**src/sv/wawsn_pkg.sv**
```systemverilog
// Package for the weekday alarm with snooze: field widths, command and
// event codes, configuration register indexes and the shared config struct.
// No dependencies.
`timescale 1ns / 1ps

package wawsn_pkg;

  // Alarm slots and field widths.
  localparam int NUM_ALARMS = 5;
  localparam int ALARM_W    = 19;
  localparam int SNOOZE_W   = 22;
  localparam int CFG_IDX_W  = 3;
  localparam int CFG_DATA_W = 22;
  localparam int TICK_W     = 32;
  localparam int CMD_W      = 2;
  localparam int EV_W       = 2;
  localparam int HOUR_W     = 5;
  localparam int MIN_W      = 6;
  localparam int DOW_W      = 3;
  localparam int DAYS_W     = 7;

  // Bit positions inside an alarm register.
  localparam int MIN_LSB  = 0;
  localparam int HOUR_LSB = 6;
  localparam int DAYS_LSB = 11;
  localparam int EN_BIT   = 18;

  // Commands.
  localparam logic [CMD_W-1:0] CMD_CHECK  = 2'd0;
  localparam logic [CMD_W-1:0] CMD_STOP   = 2'd1;
  localparam logic [CMD_W-1:0] CMD_SNOOZE = 2'd2;

  // Radio events.
  localparam logic [EV_W-1:0] EV_NONE = 2'd0;
  localparam logic [EV_W-1:0] EV_ON   = 2'd1;
  localparam logic [EV_W-1:0] EV_OFF  = 2'd2;

  // Configuration register indexes (alarms occupy 0 .. NUM_ALARMS-1).
  localparam logic [CFG_IDX_W-1:0] REG_SNOOZE_MS = 3'd5;

  // Constants of the time checks.
  localparam logic [SNOOZE_W-1:0] SNOOZE_RESET = 22'd120000;
  localparam logic [MIN_W-1:0]    NO_MINUTE    = 6'd61;
  localparam logic [HOUR_W-1:0]   MAX_HOUR     = 5'd23;
  localparam logic [MIN_W-1:0]    MAX_MINUTE   = 6'd59;
  localparam logic [MIN_W-1:0]    SECOND_ZERO  = 6'd0;
  localparam logic [DOW_W-1:0]    DOW_NONE     = 3'd0;

  typedef logic [NUM_ALARMS-1:0][ALARM_W-1:0] alarm_arr_t;

  // Configuration as seen by the datapath.
  typedef struct packed {
    alarm_arr_t          alarm;
    logic [SNOOZE_W-1:0] snooze_ms;
    logic                any_enabled;
  } cfg_t;

  // One accepted request.
  typedef struct packed {
    logic [CMD_W-1:0]  cmd;
    logic [HOUR_W-1:0] hour;
    logic [MIN_W-1:0]  minute;
    logic [MIN_W-1:0]  second;
    logic [DOW_W-1:0]  weekday;
    logic [TICK_W-1:0] now_ms;
  } req_t;

endpackage

```
**src/sv/wawsn_ifs.sv**
```systemverilog
// Valid/ready channel interfaces of the weekday alarm: request, response
// and configuration write. Depends on wawsn_pkg.
`timescale 1ns / 1ps

interface wawsn_req_if import wawsn_pkg::*; ();
  logic              valid;
  logic              ready;
  logic [CMD_W-1:0]  cmd;
  logic [HOUR_W-1:0] hour;
  logic [MIN_W-1:0]  minute;
  logic [MIN_W-1:0]  second;
  logic [DOW_W-1:0]  weekday;
  logic [TICK_W-1:0] now_ms;

  modport source (output valid, cmd, hour, minute, second, weekday, now_ms,
                  input ready);
  modport sink   (input valid, cmd, hour, minute, second, weekday, now_ms,
                  output ready);
endinterface

interface wawsn_rsp_if import wawsn_pkg::*; ();
  logic            valid;
  logic            ready;
  logic            ringing;
  logic [EV_W-1:0] radio_event;
  logic            snooze_pending;
  logic            any_enabled;

  modport source (output valid, ringing, radio_event, snooze_pending, any_enabled,
                  input ready);
  modport sink   (input valid, ringing, radio_event, snooze_pending, any_enabled,
                  output ready);
endinterface

interface wawsn_cfg_if import wawsn_pkg::*; ();
  logic                  valid;
  logic                  ready;
  logic [CFG_IDX_W-1:0]  index;
  logic [CFG_DATA_W-1:0] data;

  modport source (output valid, index, data, input ready);
  modport sink   (input valid, index, data, output ready);
endinterface

```
**src/sv/wawsn_cfg_regs.sv**
```systemverilog
// Configuration register file: five alarm words and the snooze length,
// plus the any-alarm-enabled flag. Depends on wawsn_pkg.
`timescale 1ns / 1ps

module wawsn_cfg_regs import wawsn_pkg::*; (
  input  logic                  clk,
  input  logic                  rst,
  input  logic                  wr_en,
  input  logic [CFG_IDX_W-1:0]  wr_index,
  input  logic [CFG_DATA_W-1:0] wr_data,
  output cfg_t                  cfg
);

  alarm_arr_t          alarm;
  logic [SNOOZE_W-1:0] snooze_ms;
  logic [NUM_ALARMS-1:0] enables;

  // Register writes; indexes past the list are dropped.
  always_ff @(posedge clk) begin
    if (rst) begin
      alarm     <= '0;
      snooze_ms <= SNOOZE_RESET;
    end else if (wr_en) begin
      for (int i = 0; i < NUM_ALARMS; i++) begin
        if (wr_index == CFG_IDX_W'(i)) begin
          alarm[i] <= wr_data[ALARM_W-1:0];
        end
      end
      if (wr_index == REG_SNOOZE_MS) begin
        snooze_ms <= wr_data[SNOOZE_W-1:0];
      end
    end
  end

  // Enable bits of all alarms.
  always_comb begin
    for (int i = 0; i < NUM_ALARMS; i++) begin
      enables[i] = alarm[i][EN_BIT];
    end
  end

  assign cfg.alarm       = alarm;
  assign cfg.snooze_ms   = snooze_ms;
  assign cfg.any_enabled = |enables;

endmodule

```
**src/sv/wawsn_match.sv**
```systemverilog
// Alarm comparators: one per alarm slot, checking enable, weekday bit,
// hour and minute against the time of a check. Depends on wawsn_pkg.
`timescale 1ns / 1ps

module wawsn_match import wawsn_pkg::*; (
  input  alarm_arr_t            alarm,
  input  logic [HOUR_W-1:0]     hour,
  input  logic [MIN_W-1:0]      minute,
  input  logic [DOW_W-1:0]      weekday,
  output logic                  hit
);

  logic [NUM_ALARMS-1:0] hits;

  // Stored hour or minute out of range counts as zero. The weekday mask is
  // shifted up one place so that the weekday number indexes it directly.
  always_comb begin
    logic [HOUR_W-1:0] ah;
    logic [MIN_W-1:0]  am;
    logic [DAYS_W:0]   days_ext;
    for (int i = 0; i < NUM_ALARMS; i++) begin
      am       = alarm[i][MIN_LSB +: MIN_W];
      ah       = alarm[i][HOUR_LSB +: HOUR_W];
      days_ext = {alarm[i][DAYS_LSB +: DAYS_W], 1'b0};
      if (am > MAX_MINUTE) am = '0;
      if (ah > MAX_HOUR) ah = '0;
      hits[i] = alarm[i][EN_BIT] && days_ext[weekday] &&
                (ah == hour) && (am == minute);
    end
  end

  assign hit = |hits;

endmodule

```
**src/sv/wawsn_core.sv**
```systemverilog
// Request register, alarm state update and result register of the weekday
// alarm. Depends on wawsn_pkg and wawsn_match.
`timescale 1ns / 1ps

module wawsn_core import wawsn_pkg::*; (
  input  logic            clk,
  input  logic            rst,
  input  cfg_t            cfg,
  input  logic            in_valid,
  output logic            in_ready,
  input  req_t            in_req,
  output logic            out_valid,
  input  logic            out_ready,
  output logic            ringing,
  output logic [EV_W-1:0] radio_event,
  output logic            snooze_pending,
  output logic            any_enabled
);

  // Request register.
  logic  req_valid;
  req_t  req;
  logic  advance;

  // Alarm state.
  logic              ring_flag, ring_flag_next;
  logic              snooze_flag, snooze_flag_next;
  logic [TICK_W-1:0] snooze_deadline, snooze_deadline_next;
  logic [MIN_W-1:0]  last_minute, last_minute_next;
  logic [EV_W-1:0]   ev_next;

  logic              alarm_hit;
  logic [TICK_W-1:0] since_deadline;

  // The held request moves on whenever the result register is free or drained.
  assign advance  = req_valid && (!out_valid || out_ready);
  assign in_ready = !req_valid || advance;

  always_ff @(posedge clk) begin
    if (rst) begin
      req_valid <= 1'b0;
    end else if (in_ready) begin
      req_valid <= in_valid;
    end
  end

  always_ff @(posedge clk) begin
    if (in_ready && in_valid) begin
      req <= in_req;
    end
  end

  wawsn_match u_match (
    .alarm   (cfg.alarm),
    .hour    (req.hour),
    .minute  (req.minute),
    .weekday (req.weekday),
    .hit     (alarm_hit)
  );

  assign since_deadline = req.now_ms - snooze_deadline;

  // Next state and radio event for the held request.
  always_comb begin
    logic new_minute;
    ring_flag_next       = ring_flag;
    snooze_flag_next     = snooze_flag;
    snooze_deadline_next = snooze_deadline;
    last_minute_next     = last_minute;
    ev_next              = EV_NONE;
    new_minute           = (req.second == SECOND_ZERO) && (req.minute != last_minute);
    case (req.cmd)
      CMD_CHECK: begin
        // A weekday of zero leaves everything as it was.
        if (req.weekday != DOW_NONE) begin
          if (new_minute) begin
            last_minute_next = req.minute;
          end
          // Deadline passed when the wrapped difference is non-negative.
          if ((snooze_flag && !since_deadline[TICK_W-1]) ||
              (new_minute && alarm_hit)) begin
            ring_flag_next   = 1'b1;
            snooze_flag_next = 1'b0;
            ev_next          = EV_ON;
          end
        end
      end
      CMD_STOP: begin
        ring_flag_next   = 1'b0;
        snooze_flag_next = 1'b0;
        ev_next          = EV_OFF;
      end
      CMD_SNOOZE: begin
        if (ring_flag) begin
          ring_flag_next       = 1'b0;
          snooze_flag_next     = 1'b1;
          snooze_deadline_next = req.now_ms + TICK_W'(cfg.snooze_ms);
          ev_next              = EV_OFF;
        end
      end
      default: begin
      end
    endcase
  end

  // State registers update once per request.
  always_ff @(posedge clk) begin
    if (rst) begin
      ring_flag       <= 1'b0;
      snooze_flag     <= 1'b0;
      snooze_deadline <= '0;
      last_minute     <= NO_MINUTE;
    end else if (advance) begin
      ring_flag       <= ring_flag_next;
      snooze_flag     <= snooze_flag_next;
      snooze_deadline <= snooze_deadline_next;
      last_minute     <= last_minute_next;
    end
  end

  // Result register.
  always_ff @(posedge clk) begin
    if (rst) begin
      out_valid <= 1'b0;
    end else if (advance) begin
      out_valid <= 1'b1;
    end else if (out_ready) begin
      out_valid <= 1'b0;
    end
  end

  always_ff @(posedge clk) begin
    if (advance) begin
      ringing        <= ring_flag_next;
      radio_event    <= ev_next;
      snooze_pending <= snooze_flag_next;
      any_enabled    <= cfg.any_enabled;
    end
  end

endmodule

```
**src/sv/weekday_alarm_with_snooze.sv**
```systemverilog
// Top level of the weekday alarm with snooze: channel hookup, config
// registers and the request/result pipeline. Depends on wawsn_pkg,
// wawsn_ifs, wawsn_cfg_regs and wawsn_core.
//
//   Channel  Direction  Carries
//   req      in         cmd, hour, minute, second, weekday, now_ms
//   rsp      out        ringing, radio_event, snooze_pending, any_enabled
//   cfg      in         index, data (register write, always ready)
//
// An accepted request is loaded into the request register and its response
// into the result register once that register is free or drained. Throughput
// is one request per cycle while responses are taken; the state update is a
// single pass of five alarm comparators and one 32-bit deadline compare.
// Synchronous reset clears the alarm state and both valid flags.
// A stalled response holds the result register; one further request is
// held in the request register, then req.ready drops.
`timescale 1ns / 1ps

module weekday_alarm_with_snooze import wawsn_pkg::*; (
  input  logic       clk,
  input  logic       rst,
  wawsn_req_if.sink  req,
  wawsn_rsp_if.source rsp,
  wawsn_cfg_if.sink  cfg
);

  cfg_t cfg_q;
  req_t in_req;

  // Configuration writes are always taken.
  assign cfg.ready = 1'b1;

  wawsn_cfg_regs u_cfg_regs (
    .clk      (clk),
    .rst      (rst),
    .wr_en    (cfg.valid),
    .wr_index (cfg.index),
    .wr_data  (cfg.data),
    .cfg      (cfg_q)
  );

  assign in_req.cmd     = req.cmd;
  assign in_req.hour    = req.hour;
  assign in_req.minute  = req.minute;
  assign in_req.second  = req.second;
  assign in_req.weekday = req.weekday;
  assign in_req.now_ms  = req.now_ms;

  wawsn_core u_core (
    .clk            (clk),
    .rst            (rst),
    .cfg            (cfg_q),
    .in_valid       (req.valid),
    .in_ready       (req.ready),
    .in_req         (in_req),
    .out_valid      (rsp.valid),
    .out_ready      (rsp.ready),
    .ringing        (rsp.ringing),
    .radio_event    (rsp.radio_event),
    .snooze_pending (rsp.snooze_pending),
    .any_enabled    (rsp.any_enabled)
  );

  // A radio-on event always leaves the alarm ringing.
  a_on_rings: assert property (@(posedge clk) disable iff (rst)
    (rsp.valid && rsp.radio_event == EV_ON) |-> rsp.ringing)
    else $error("radio on reported without ringing");

  // Ringing and a pending snooze never hold together.
  a_ring_xor_snooze: assert property (@(posedge clk) disable iff (rst)
    rsp.valid |-> !(rsp.ringing && rsp.snooze_pending))
    else $error("ringing while snooze is pending");

  // A request taken while the response stalls fills the only free slot, so
  // the next request can only enter as the response drains.
  a_fill_stall: assert property (@(posedge clk) disable iff (rst)
    (req.valid && req.ready && rsp.valid && !rsp.ready) |=> (req.ready == rsp.ready))
    else $error("request accepted with no room behind a stalled response");

  // Only the three defined radio events appear.
  a_event_code: assert property (@(posedge clk) disable iff (rst)
    rsp.valid |-> (rsp.radio_event == EV_NONE || rsp.radio_event == EV_ON ||
                   rsp.radio_event == EV_OFF))
    else $error("undefined radio event");

endmodule

```
**src/flat_wrapper.sv**
```systemverilog
// flat-port wrapper written by rule: the top's interface ports become plain ports
module weekday_alarm_with_snooze_flat import wawsn_pkg::*;
  (clk, rst, req_valid, req_cmd, req_hour, req_minute, req_second, req_weekday, req_now_ms, req_ready, rsp_valid, rsp_ringing, rsp_radio_event, rsp_snooze_pending, rsp_any_enabled, rsp_ready, cfg_valid, cfg_index, cfg_data, cfg_ready);
  wawsn_req_if req_i ();
  wawsn_rsp_if rsp_i ();
  wawsn_cfg_if cfg_i ();
  input  logic clk;
  input  logic rst;
  input wire logic [$bits(req_i.valid)-1:0] req_valid;
  input wire logic [$bits(req_i.cmd)-1:0] req_cmd;
  input wire logic [$bits(req_i.hour)-1:0] req_hour;
  input wire logic [$bits(req_i.minute)-1:0] req_minute;
  input wire logic [$bits(req_i.second)-1:0] req_second;
  input wire logic [$bits(req_i.weekday)-1:0] req_weekday;
  input wire logic [$bits(req_i.now_ms)-1:0] req_now_ms;
  output wire logic [$bits(req_i.ready)-1:0] req_ready;
  output wire logic [$bits(rsp_i.valid)-1:0] rsp_valid;
  output wire logic [$bits(rsp_i.ringing)-1:0] rsp_ringing;
  output wire logic [$bits(rsp_i.radio_event)-1:0] rsp_radio_event;
  output wire logic [$bits(rsp_i.snooze_pending)-1:0] rsp_snooze_pending;
  output wire logic [$bits(rsp_i.any_enabled)-1:0] rsp_any_enabled;
  input wire logic [$bits(rsp_i.ready)-1:0] rsp_ready;
  input wire logic [$bits(cfg_i.valid)-1:0] cfg_valid;
  input wire logic [$bits(cfg_i.index)-1:0] cfg_index;
  input wire logic [$bits(cfg_i.data)-1:0] cfg_data;
  output wire logic [$bits(cfg_i.ready)-1:0] cfg_ready;
  assign req_i.valid = req_valid;
  assign req_i.cmd = req_cmd;
  assign req_i.hour = req_hour;
  assign req_i.minute = req_minute;
  assign req_i.second = req_second;
  assign req_i.weekday = req_weekday;
  assign req_i.now_ms = req_now_ms;
  assign req_ready = req_i.ready;
  assign rsp_valid = rsp_i.valid;
  assign rsp_ringing = rsp_i.ringing;
  assign rsp_radio_event = rsp_i.radio_event;
  assign rsp_snooze_pending = rsp_i.snooze_pending;
  assign rsp_any_enabled = rsp_i.any_enabled;
  assign rsp_i.ready = rsp_ready;
  assign cfg_i.valid = cfg_valid;
  assign cfg_i.index = cfg_index;
  assign cfg_i.data = cfg_data;
  assign cfg_ready = cfg_i.ready;
  weekday_alarm_with_snooze u_core (.clk(clk), .rst(rst), .req(req_i), .rsp(rsp_i), .cfg(cfg_i));
endmodule
```
**config.mk**
```make
export PLATFORM = sky130hd
export DESIGN_NAME = weekday_alarm_with_snooze_flat
export DESIGN_NICKNAME = d
export VERILOG_FILES = /design/src/sv/wawsn_pkg.sv /design/src/sv/wawsn_ifs.sv /design/src/sv/wawsn_cfg_regs.sv /design/src/sv/wawsn_match.sv /design/src/sv/wawsn_core.sv /design/src/sv/weekday_alarm_with_snooze.sv /design/src/flat_wrapper.sv
export SDC_FILE = /design/constraint.sdc
export NUM_CORES = 1
export LEC_CHECK = 0
export CAP_MARGIN = 20
export CORE_MARGIN = 2
export CORE_UTILIZATION = 25
export CTS_BUF_LIST = sky130_fd_sc_hd__clkbuf_16
export CTS_CLUSTER_DIAMETER = 80
export DETAILED_ROUTE_END_ITERATION = 6
export DONT_BUFFER_PORTS = 1
export HOLD_SLACK_MARGIN = 0.02
export PLACE_DENSITY_LB_ADDON = 0.1
export SLEW_MARGIN = 10
export SYNTH_ARGS = -nofsm -noshare
export SYNTH_HDL_FRONTEND = slang
export SYNTH_SLANG_ARGS = --single-unit
```
**constraint.sdc**
```tcl
create_clock -name clk -period 8 [get_ports clk]
set_input_delay 0.8 -clock clk [delete_from_list [all_inputs] [get_ports clk]]
set_output_delay 0.8 -clock clk [all_outputs]
set_load 0.03 [all_outputs]
```
=== Word-level counts from Yosys, hierarchy flattened ===
Cells that the tools add are included.

* Flip-flop bits (word level): 218
* Input bits: 84

* $add $sub $neg: 2
* Order comparisons: 11
* Equality and inequality tests: 18
* Muxes and demuxes: 33
* Reduce and logical (&&, ||, !) cells: 42

{| class="wikitable"
|+ Operators with widths
! operator !! number
|-
| $add 32x22->32 || 1
|-
| $sub 32x32->32 || 1
|-
| $eq 6x6->1 || 5
|-
| $gt 6x6->1 const B || 5
|-
| $mux 6 || 5
|-
| $eq 5x5->1 || 5
|-
| $gt 5x5->1 const B || 5
|-
| $mux 5 || 5
|-
| $logic_and 1x1->1 || 20
|-
| $bmux 1 s3 || 5
|-
| $mux 1 || 14
|-
| $reduce_and 2->1 || 6
|-
| $reduce_or 5->1 || 2
|-
| $eq 3x2->1 const B || 2
|-
| $eq 3x3->1 const B || 2
|-
| $logic_not 6->1 || 1
|-
| $ne 6x6->1 || 1
|-
| $pmux 2 s3 || 1
|-
| $lt 3x4->1 const B || 1
|-
| $reduce_and 4->1 || 1
|-
| $eq 3x1->1 const B || 1
|-
| $logic_not 1->1 || 3
|-
| $logic_not 3->1 || 1
|-
| $logic_or 1x1->1 || 3
|-
| 10 further kinds || 10
|}

=== Logic depth before layout (Yosys ltp) ===
Gate-level depths: netlist of run 1.

* Depth after elaboration: 11
* Mapped depth: 11

=== Modules after synthesis ===
Synthesis of run 1 repeated with hierarchy kept, for this count alone.

* Cells, all modules: 1178
* Area total of the unflattened synthesis: 11646.2 µm²

{| class="wikitable"
|+ By module, submodules not included
! module !! instances !! cells each !! area each (µm²)
|-
| wawsn_core || 1 || 523 || 5407.7
|-
| wawsn_cfg_regs || 1 || 422 || 4669.5
|-
| wawsn_match || 1 || 231 || 1557.7
|-
| weekday_alarm_with_snooze || 1 || 2 || 11.3
|}

=== Least setup slack after synthesis of run 1 ===
Ideal clock, no wire load.

* Path type: in2reg
* From: input port rsp_ready
* To: register u_core.u_core.req[0] (netlist bit) (enable)
* Data arrival time: 2.448 ns
* Data required time: 7.583 ns
* Slack: 5.135 ns
* Cell stages on the path: 3
* Buffers on the path: 0
* Cells stage by stage: nor2b_1 -> nand2_1 -> and2_1

* Word-level cells in the longest chain between the ends: 4

{| class="wikitable"
|+ RTL lines
! element !! RTL line !! text
|-
| from (decl) || flat_wrapper.sv:22 || <nowiki>input wire logic [$bits(rsp_i.ready)-1:0] rsp_ready;</nowiki>
|-
| $logic_or 1x1->1 || wawsn_core.sv:36 || <nowiki>assign advance = req_valid && (!out_valid || out_ready);</nowiki>
|-
| $logic_and 1x1->1 || wawsn_core.sv:36 ||
|-
| $logic_or 1x1->1 || wawsn_core.sv:37 || <nowiki>assign in_ready = !req_valid || advance;</nowiki>
|-
| net req_ready || flat_wrapper.sv:16 || <nowiki>output wire logic [$bits(req_i.ready)-1:0] req_ready;</nowiki>
|-
| $logic_and 1x1->1 || wawsn_core.sv:48 || <nowiki>if (in_ready && in_valid) begin</nowiki>
|-
| to (signal assigned) || wawsn_core.sv:49 || <nowiki>req <= in_req;</nowiki>
|-
| to (decl) || wawsn_core.sv:22 || <nowiki>req_t req;</nowiki>
|}

The timed path passes the listed nets, and every way through them passes these cells.
A chain may end at the register's enable or synchronous reset.

=== Worst setup path in the final report of run 1 ===
* From: register u_core.u_core.req[32] (netlist bit)
* To: register u_core.u_core.ringing (data pin)

* Word-level cells in the longest chain between the ends: 11
* Elaborated cells on any way between the ends: 32
* Those cells by class: mux: 13; reduce/logical: 19

{| class="wikitable"
|+ RTL lines
! element !! RTL line !! text
|-
| $bmux 1 s3 || wawsn_match.sv:27 || <nowiki>hits[i] = alarm[i][EN_BIT] && days_ext[weekday] &&</nowiki>
|-
| $mux 1 (not written as such) || wawsn_match.sv:27 ||
|-
| $logic_and 1x1->1 (2 in series) || wawsn_match.sv:27 ||
|-
| $logic_and 1x1->1 || wawsn_match.sv:28 || <nowiki>(ah == hour) && (am == minute);</nowiki>
|-
| $reduce_or 5->1 || wawsn_match.sv:32 || <nowiki>assign hit = |hits;</nowiki>
|-
| $logic_and 1x1->1 || wawsn_core.sv:81 || <nowiki>(new_minute && alarm_hit)) begin</nowiki>
|-
| $logic_or 1x1->1 || wawsn_core.sv:80 || <nowiki>if ((snooze_flag && !since_deadline[TICK_W-1]) ||</nowiki>
|-
| $mux 1 || wawsn_core.sv:80 ||
|-
| $mux 1 (*) || wawsn_core.sv:75 || <nowiki>if (req.weekday != DOW_NONE) begin</nowiki>
|-
| $pmux 1 s2 (*) || wawsn_core.sv:72 || <nowiki>case (req.cmd)</nowiki>
|-
| net u_core.u_core.ring_flag_next || wawsn_core.sv:26 || <nowiki>logic ring_flag, ring_flag_next;</nowiki>
|-
| to (signal assigned) || wawsn_core.sv:134 || <nowiki>ringing <= ring_flag_next;</nowiki>
|-
| to (decl) || wawsn_core.sv:14 || <nowiki>output logic ringing,</nowiki>
|}

Mark *: on every way through the listed nets, which the timed path passes. The rest lies on a longest branch. The select of a mux whose other input is x is not followed.

==> flow_summary.json, run 1 <==
{
  "max_cap_violations": 0,
  "via_count": 9051,
  "clock_tree.buffer_depth": 3,
  "timing.hold.worst.class": "primary input to flip-flop",
  "wirelength_um": 35100,
  "worstSetupPathType": "flip-flop to flip-flop",
  "synthArstFlopShare_pct": 0,
  "postCtsResizedCells": 0,
  "remaining_drc_errors": 0,
  "most_used_standard_cells_in_the_synthesized_netlist": "nand2_1 (315), a21oi_1 (167), dfxtp_1 (159), edfxtp_1 (59), inv_1 (54)",
  "synth_largest_area_cell": "dfxtp_1",
  "antenna_cells_inserted": 0,
  "fin_setup_tns_ps": 0,
  "post-route-util_pct": 28.5,
  "area_added_between_synthesis_and_finish_pct": 13.2,
  "actual_transition_at_the_worst_max_transition_pin_ps": 951,
  "core-area_sq_mm": 0.0439,
  "setup_viol": 0,
  "synth_ff_type": "dfxtp_1",
  "cts_htree_levels": 1,
  "finish.instance_area_sq_mm": 0.0125,
  "share_comb_of_total_power_pct": 6.0,
  "cts-root-buf": "clkbuf_16",
  "setup.worst_path.start_class": "flip-flop",
  "port_buffers": 0,
  "io_pins": 92,
  "post_drt_via_cell_ratio": 4.83,
  "holdBufCountCts": 0,
  "rsz_0062_raised_after_global_routing": "false",
  "cts_buffers": 29,
  "synthesis.yosys.warnings": 0,
  "critical_path.cell_chain": "mux4_1 -> nor2b_1 -> a2111oi_1 -> o31ai_2 -> o22ai_1 -> or4_1 -> a221oi_1 -> o21ai_1",
  "cp_max_fo": 13,
  "clock_pin_slew_reported_for_the_worst_setup_and_hold_paths_after_clock_tree_synthesis_ps": 60,
  "layout-drive-gt1-share_pct": 5.15,
  "placed_cell_area_sq_mm": 0.0115,
  "area_enclosed_by_the_die_boundary_sq_mm": 0.0459,
  "post_synth.cell_area_avg_sq_um": 8.54,
  "placedCellCount": 1822,
  "grt-ovfl-total": 0,
  "switching_share_pct": 24.7,
  "detail-route-antenna-nets": 0,
  "final_nets": 1398,
  "drt_first_pass_iters": 5,
  "power.net_switching_uw": 664,
  "tritoncts_num_sinks": 218,
  "grt.total_usage_pct": 15.1,
  "total_power_mw": 2.69,
  "fillerInstances": 4701,
  "power.density_mw_per_mm2": 215,
  "placementRows": 77,
  "outcome": "finished clean",
  "grt_start_max_net_pins": 139,
  "clock_latency_ps": 580,
  "cpPeakStageDelay_ps": 780,
  "synth-edff-count": 59,
  "detail_route.wl_per_cell_um": 18.7,
  "synth_fp_nets": 1430,
  "tritoncts": "built",
  "grt_pass1_wl_um": 54400,
  "timing.critical_path.slowest_stage_cell": "edfxtp_1",
  "horiz_die_dim_um": 214,
  "grt_pass1_vias": 8749,
  "report.final.slew_viol_count": 0,
  "seq_power_share_pct": 45.1,
  "p_leak_nw": 4.29,
  "worst_skew_ps": 12.9,
  "dpl.hpwl_um": 24100,
  "final-instance-count-excl-fill": 1874,
  "initial_utilization_pct": 25.1,
  "post_cts_buffers": 0,
  "synth-seq-cells": 218,
  "critical_path.endpoint_type": "flip-flop",
  "syn_inst": 1293,
  "worst_ep_required_time_ps": 8320,
  "synth.top_cells.by_area": "dfxtp_1 (29%), edfxtp_1 (16%), nand2_1 (11%)",
  "post-synth-top-count-cell": "nand2_1",
  "max_freq_ghz": 0.289,
  "p_int_mw": 2.03,
  "ys_types": 77,
  "final_count_of_hold_timing_violations": 0,
  "netlist.area_leader.share_pct": 28.8,
  "clock_power_share_pct": 48.9,
  "relSlewSlack_pct": 36.4,
  "ir_worst_vdd_uv": 104,
  "drt_iter0_markers": 409,
  "fin_crit_ps": 3460,
  "arrival_ps": 3780,
  "post_synthesis_cell_area_sq_mm": 0.0110,
  "die_h_um": 214,
  "fin_crit_sh_pct": 43.3,
  "gp_congestion": 0.796,
  "antenna_found_initial": 1,
  "synth_seq_area_share_pct": 44.9
}
==> cell usage in the layout (no fill, tap or decap), types with 5 or more instances in the layout <==
cell type	instances
nand3_1	32
or3_1	11
xor2_1	18
nor4_1	7
mux2i_1	8
nand4_1	16
or2_2	6
edfxtp_1	59
or4_1	5
dfxtp_1	159
inv_1	61
o22ai_1	9
xnor2_1	22
o211ai_1	6
clkbuf_16	31
o21a_1	6
nand3b_1	8
nand2_1	315
a31oi_1	15
ha_1	52
and3_1	8
nor2_1	37
nor2b_1	11
a211oi_1	6
and2_1	7
a22oi_1	6
a221oi_1	6
a21o_1	20
o21ai_0	52
a21oi_1	167
nand2b_1	13
nor3_1	7
==> power groups by stage <==
stage / sequential, mW / clock [mW] / combinational (mW)
global placement: 1.24 / 0 / 0.162
detailed placement: 1.24 / 0 / 0.162
CTS: 1.21 / 1.37 / 0.163
floorplan: 1.21 / 0 / 0.147
finish: 1.21 / 1.31 / 0.161
global route: 1.22 / 1.41 / 0.185
==> area by class of cell <==
cell class	count	area [sq um]	share of cell area [%]
inverter	54	203	1.62
multi-input combinational	954	5620	44.9
timing repair buffer	4	30.0	0.240
clock buffer	31	776	6.20
tap	592	741	5.92
clock inverter	21	183	1.46
sequential	218	4950	39.6
==> cells by family (layout without fill, tap and decap cells) <==
| family | Yosys count | count (layout) | share of synthesized area, % |
|---|---|---|---|
| fa+ha+maj | 53 | 53 | 6.07 |
| other cells | 1 | 1 | 0.0339 |
| simple gates | 500 | 500 | 20.4 |
| xor+xnor | 40 | 40 | 3.17 |
| buf+inv | 121 | 110 | 4.34 |
| flops | 218 | 218 | 44.9 |
| mux | 17 | 17 | 2.19 |
| compound gates | 343 | 343 | 19.0 |
==> stage by stage <==
| step | hold slack, ps | setup WS [ps] |
|---|---|---|
| final | 298 | 4540 |
| after global routing | 261 | 4370 |
| after CTS | 248 | 4550 |
| after detailed placement | 438 | 4550 |
| after global placement | 433 | 4640 |
| after floorplan | 432 | 5130 |
==> per-layer routing <==
metal | track usage (%) | vias to the layer above | wire length (um)
li1 | - | 4522 | -
met1 | 20.6 | 4321 | 16800
met2 | 24.5 | 155 | 15900
met3 | 2.67 | 51 | 1590
met4 | 4.38 | 2 | 803
met5 | 0 | - | 13
==> state kept, by name (all words and copies together), names as in the netlist <==
signal / cells
u_core.u_core.radio_event: 2
u_core.u_core.snooze_deadline: 32
u_core.u_core.last_minute: 6
u_core.u_cfg_regs.cfg: 95
u_core.u_core.snooze_pending: 1
u_core.u_core.ringing: 1
u_core.u_core.any_enabled: 1
u_core.u_core.req_valid: 1
u_core.u_core.req: 54
u_core.u_core.out_valid: 1
u_core.u_cfg_regs.snooze_ms: 22
u_core.u_core.ring_flag: 1
u_core.u_core.snooze_flag: 1
==> final timing paths <==
kind / startpoint / depth (start not counted) / to / slack, ps
worst max-delay path: u_core.u_core.req[32] / 8 / u_core.u_core.ringing / 4540
worst min-delay path: rst / 1 / u_core.u_core.snooze_deadline[13] / 300
worst max register to register: u_core.u_core.req[32] / 8 / u_core.u_core.ringing / 4540
worst min register to register: u_core.u_core.snooze_deadline[13] / 2 / u_core.u_core.snooze_deadline[13] / 450
==> critical path, delay by kind of cell (launching register included) <==
| family | cells | cell delay [ps] |
|---|---|---|
| flops | 1 | 780 |
| simple gates | 2 | 780 |
| mux | 1 | 640 |
| compound gates | 5 | 1000 |
No activity file was read; power rests on OpenSTA's default activity.
==> run 2, diff against run 1 <==
--- a/config.mk
+++ b/config.mk
@@ -5,6 +5,7 @@
 export SDC_FILE = /design/constraint.sdc
 export NUM_CORES = 1
 export LEC_CHECK = 0
+export ABC_AREA = 1
 export CAP_MARGIN = 20
 export CORE_MARGIN = 2
 export CORE_UTILIZATION = 25
==> constraint.sdc (replaced) <==
create_clock -name clk -period 3.3 [get_ports clk]
set_input_delay 0.33 -clock clk [delete_from_list [all_inputs] [get_ports clk]]
set_output_delay 0.33 -clock clk [all_outputs]
set_load 0.03 [all_outputs]
==> flow_summary.json, run 2 <==
{
  "p_leak_nw": 5.94,
  "synth-seq-cells": 218,
  "setup.worst_path.start_class": "flip-flop",
  "rsz_0062_raised_after_global_routing": "false",
  "detail_route.wl_per_cell_um": 16.2,
  "drt_iter0_markers": 609,
  "timing.hold.worst.class": "primary input to flip-flop",
  "worst_ep_required_time_ps": 3630,
  "power.density_mw_per_mm2": 490,
  "post_synthesis_cell_area_sq_mm": 0.0113,
  "area_enclosed_by_the_die_boundary_sq_mm": 0.0471,
  "final_count_of_hold_timing_violations": 0,
  "dpl.hpwl_um": 25500,
  "die_h_um": 217,
  "family_with_the_most_delay_on_the_worst_path": "flip-flops",
  "synth_largest_area_cell": "dfxtp_1",
  "synth_seq_area_share_pct": 43.7,
  "clock_tree.buffer_depth": 3,
  "post_synth.cell_area_avg_sq_um": 7.35,
  "gp_congestion": 0.806,
  "cpPeakStageDelay_ps": 860,
  "most_used_standard_cells_in_the_synthesized_netlist": "nand2_1 (283), nor2_1 (232), inv_1 (197), o21ai_0 (165), dfxtp_1 (159)",
  "metal2_wl_um": 16300,
  "synth_xor_xnor_area_share_pct": 2.01,
  "clock_latency_ps": 570,
  "detail-route-antenna-nets": 0,
  "ir_worst_vdd_uv": 385,
  "setup_viol": 0,
  "route.met3.wl_um": 1470,
  "worstSetupPathType": "flip-flop to flip-flop",
  "grt-ovfl-total": 0,
  "critical_path_buf_inv_count": 1,
  "top_layer_used": "met5",
  "most_frequent_cells_in_the_layout": "nand2_1 (283), nor2_1 (231), inv_1 (201)",
  "horiz_die_dim_um": 217,
  "tritoncts": "built",
  "post_drt_via_cell_ratio": 4.45,
  "synth-edff-count": 59,
  "max_cap_violations": 0,
  "synthArstFlopShare_pct": 0,
  "port_buffers": 0,
  "combinational_family_with_the_most_area_after_synthesis": "simple AND/OR/NAND/NOR gates",
  "fin_crit_ps": 2610,
  "detail_route.wirelength.met1_um": 17800,
  "ys_types": 47,
  "synth-adder-area-share_pct": 5.91,
  "grt.total_usage_pct": 15.6,
  "synth.top_cells.by_area": "dfxtp_1 (28%), edfxtp_1 (16%), nand2_1 (9.4%)",
  "regToRegSetupSlack_ps": 690,
  "syn_inst": 1543,
  "final_nets": 1752,
  "grt_pass1_wl_um": 57000,
  "tritoncts_num_sinks": 218,
  "cts_buffers": 30,
  "grt_pass1_vias": 9768,
  "wirelength_um": 36300,
  "synth_fp_nets": 1680,
  "arrival_ps": 2940,
  "layout-drive-gt1-share_pct": 4.82,
  "cts_htree_levels": 1,
  "remaining_drc_errors": 0,
  "worst_skew_ps": 13.5,
  "via_count": 9958,
  "actual_transition_at_the_worst_max_transition_pin_ps": 950,
  "cp_max_fo": 26,
  "area_added_between_synthesis_and_finish_pct": 21.0,
  "synthesis.yosys.warnings": 0,
  "post-synth-top-count-cell": "nand2_1",
  "placed_cell_area_sq_mm": 0.0120,
  "fillerInstances": 4904,
  "post-route-util_pct": 30.4,
  "placementRows": 78,
  "post_cts_buffers": 0,
  "synth_ff_type": "dfxtp_1",
  "synth_compound_gate_area_share_pct": 15.3,
  "report.final.slew_viol_count": 0,
  "largest_register_ffs": 95,
  "antenna_found_initial": 3,
  "critPathMostFrequentCell": "nand3_1",
  "max_freq_ghz": 0.383,
  "critical_path.endpoint_type": "flip-flop",
  "critical_path.cell_chain": "inv_2 -> nor2_1 -> o21ai_1 -> a21oi_1 -> nor2_1 -> nand3_1 -> nand3_1 -> o21bai_1 -> nand2_1 -> nand3_1 -> nand2_1",
  "netlist.area_leader.share_pct": 28.1,
  "outcome": "finished clean",
  "fin_setup_tns_ps": 0,
  "relSlewSlack_pct": 36.6,
  "antenna_cells_inserted": 0,
  "synth_mux_area_share_pct": 0,
  "drt_first_pass_iters": 5,
  "layout.cells.most_common": "nand2_1",
  "synth_simple_gate_area_share_pct": 24.3,
  "fin_crit_sh_pct": 79.1,
  "finish.instance_area_sq_mm": 0.0137,
  "core-area_sq_mm": 0.0451,
  "grt_start_max_net_pins": 100,
  "clock_pin_slew_reported_for_the_worst_setup_and_hold_paths_after_clock_tree_synthesis_ps": 50,
  "initial_utilization_pct": 25.2,
  "io_pins": 92,
  "timing.critical_path.slowest_stage_cell": "edfxtp_1",
  "cts-root-buf": "clkbuf_16"
}
-- run 2: changes by cell type after synthesis, moves of 32 or more --
cell,change
inv_1,+143
nand3_1,+74
nor2_1,+194
o21ai_0,+113
nand2_1,-32
a21oi_1,-35
-- run 2: layout make-up --
cell class / instances / area, sq um / share of cell area, %
Clock buffer: 30 / 751 / 5.47
Clock inverter: 26 / 185 / 1.35
Inverter: 203 / 762 / 5.55
Multi-Input combinational cell: 1071 / 5400 / 39.3
Sequential cell: 218 / 4950 / 36.1
Tap cell: 600 / 751 / 5.47
Timing Repair Buffer: 91 / 918 / 6.69
-- run 2: per-layer routing --
layer / up-vias / track usage, %
li1: 5192 / -
met1: 4530 / 21.9
met2: 187 / 25.2
met3: 45 / 2.29
met4: 4 / 3.36
met5: - / 0
-- run 2: worst paths after layout --
kind / start / endpoint / cells after the start
setup / recovery: u_core.u_core.req[32] / u_core.u_core.ringing / 11
setup reg to reg: u_core.u_core.req[32] / u_core.u_core.ringing / 11
hold / removal: rst / u_core.u_core.snooze_flag / 4
hold reg to reg: u_core.u_cfg_regs.cfg[76] / u_core.u_cfg_regs.cfg[76] / 2
-- run 2: repair_timing --
| item | CTS | global route |
|---|---|---|
| hold buffers | 80 | 0 |
| resized for setup | 0 | 0 |
| endpoints found under the hold margin | 198 | 0 |
-- run 2: where the power goes --
part / switching, mW / internal, mW / total, mW / leakage (nW)
registers: 0.103 / 2.86 / 2.96 / 1.87
logic: 0.424 / 0.258 / 0.682 / 3.59
clock network: 1.28 / 1.80 / 3.08 / 0.482
-- run 2: tightest hold or removal path: stages --
cell     delay [ps]
buf_12          180
a21oi_1          60
nand2_1          60
inv_1            30
-- run 2: logic make-up after synthesis --
logic type / after synthesis
AO/OA/AOI/OAI: 332
adder cells (fa/ha/maj): 53
AND/OR/NAND/NOR: 659
flip-flops: 218
XOR/XNOR: 26
other: 1
buffers and inverters: 254
-- run 2: metrics by stage --
stage	hold slack (ps)	setup WS, ps	power (mW)	cells
final	129	690	6.72	2239
after global routing	117	458	7.07	2239
after CTS	94.5	658	6.87	2239
after detailed placement	423	660	3.59	2103
after global placement	418	678	3.59	2103
after floorplan	424	947	3.41	1543
==> run 3, diff against run 2 <==
==> constraint.sdc (replaced) <==
create_clock -name clk -period 2.63 [get_ports clk]
set_input_delay 0.263 -clock clk [delete_from_list [all_inputs] [get_ports clk]]
set_output_delay 0.263 -clock clk [all_outputs]
set_load 0.03 [all_outputs]
==> flow_summary.json, run 3 (same netlist as run 2, synthesis figures left out) <==
{
  "clock_pin_slew_reported_for_the_worst_setup_and_hold_paths_after_clock_tree_synthesis_ps": 60,
  "final_nets": 1775,
  "regToRegSetupSlack_ps": 240,
  "port_buffers": 0,
  "worst_skew_ps": 15.0,
  "max_freq_ghz": 0.418,
  "tritoncts": "built",
  "gp_congestion": 0.788,
  "initial_utilization_pct": 25.2,
  "placementRows": 78,
  "grt-ovfl-total": 0,
  "worst_ep_required_time_ps": 3090,
  "setup.worst_path.start_class": "flip-flop",
  "hold_path.startpoint": "rst",
  "horiz_die_dim_um": 217,
  "report.final.slew_viol_count": 0,
  "critical_path.endpoint_type": "flip-flop",
  "cts-root-buf": "clkbuf_16",
  "grt_pass1_wl_um": 56600,
  "setup_viol": 0,
  "most_frequent_cells_in_the_layout": "nand2_1 (283), nor2_1 (231), inv_1 (199)",
  "relSlewSlack_pct": 35.1,
  "rr_startpoint": "u_core.u_core.req[0]",
  "fin_hold_ws_ps": 77.4,
  "placedCellCount": 2126,
  "post-route-util_pct": 30.9,
  "drt_iter0_markers": 525,
  "detail_route.wl_per_cell_um": 16.1,
  "power.density_mw_per_mm2": 620,
  "fin_crit_sh_pct": 90.9,
  "dpl.hpwl_um": 25800,
  "antenna_cells_inserted": 0,
  "fin_crit_ps": 2390,
  "clock_latency_ps": 570,
  "arrival_ps": 2850,
  "post_cts_buffers": 0,
  "final-instance-count-excl-fill": 2262,
  "cts_buffers": 30,
  "total_power_mw": 8.65,
  "layout.cells.most_common": "nand2_1",
  "io_pins": 92,
  "fin_setup_tns_ps": 0,
  "layout-drive-gt1-share_pct": 6.26,
  "actual_transition_at_the_worst_max_transition_pin_ps": 972,
  "timing.final.ws_setup_ps": 240,
  "rsz_0062_raised_after_global_routing": "true",
  "wirelength_um": 36400,
  "cp_max_fo": 3,
  "finish.instance_area_sq_mm": 0.0139,
  "ir_worst_vdd_uv": 512,
  "p_leak_nw": 6.07,
  "detail-route-antenna-nets": 0,
  "reg2reg_to": "u_core.u_core.snooze_deadline[18]",
  "largest_register_ffs": 95,
  "drt_first_pass_iters": 7,
  "worstSetupPathType": "flip-flop to flip-flop",
  "grt_start_max_net_pins": 57,
  "placement.setup.worst_slack_ps": 141,
  "antenna_found_initial": 0,
  "hold_path_depth": 4,
  "worstRegToRegCells": 15,
  "critPathCapture": "u_core.u_core.snooze_deadline[18]",
  "area_enclosed_by_the_die_boundary_sq_mm": 0.0471,
  "post_drt_via_cell_ratio": 4.40,
  "clock_tree.buffer_depth": 3,
  "grt_pass1_vias": 9714,
  "via_count": 9950,
  "die_h_um": 217,
  "core-area_sq_mm": 0.0451,
  "grt.total_usage_pct": 15.5,
  "startpoint": "u_core.u_core.req[0]",
  "timing.hold.worst.class": "primary input to flip-flop",
  "max_cap_violations": 0,
  "area_added_between_synthesis_and_finish_pct": 22.9,
  "remaining_drc_errors": 0,
  "tritoncts_num_sinks": 218,
  "final_count_of_hold_timing_violations": 0,
  "cts_htree_levels": 1,
  "placed_cell_area_sq_mm": 0.0121,
  "outcome": "finished clean"
}
run 3: layout make-up:
cell class / count / area, sq um
clock buffers: 33 / 826
fillers: 4925 / 31100
clock inverters: 23 / 155
flip-flops and latches: 218 / 4950
multi-input cells: 1071 / 5400
repair buffers: 114 / 1090
well taps: 600 / 751
inverters: 203 / 762
run 3: layer usage:
layer,up-vias,wire length [um],GRT usage [%]
li1,5228,-,-
met1,4533,17500,20.7
met2,152,17000,26.5
met3,37,1200,2.18
met4,0,707,3.17
met5,-,0,0
run 3: worst min path at each step:
| stage | to | slack (ps) |
|---|---|---|
| detailed placement | u_core.u_core.out_valid | 350 |
| finish | u_core.u_core.snooze_flag | 80 |
| global route | u_core.u_core.snooze_flag | 70 |
| global placement | u_core.u_core.req_valid | 350 |
| floorplan | u_core.u_core.req[0] | 360 |
| CTS | u_core.u_core.snooze_flag | 40 |
run 3: timing repair:
action                                  4_1_cts  5_1_grt
endpoints found under the setup margin        0        6
endpoints found under the hold margin       198        0
resized for setup                             0        1
hold buffers                                 80        0
run 3: critical path, stage by stage, from the launching register on:
cell,delay (ps)
edfxtp_1,350
ha_1,170
inv_1,60
fa_1,410
o21ai_2,210
nand2_1,90
nand3_2,110
nand2_1,80
nand2_2,100
a21oi_2,80
o21ai_1,250
nand2_1,80
nand2_1,90
nor2_1,50
o21ai_1,130
inv_1,50
run 3: power breakdown:
group          switching (mW)  internal [mW]  total (mW)
clock network            1.62           2.43        4.04
registers               0.103           3.58        3.69
logic                   0.565          0.349       0.914
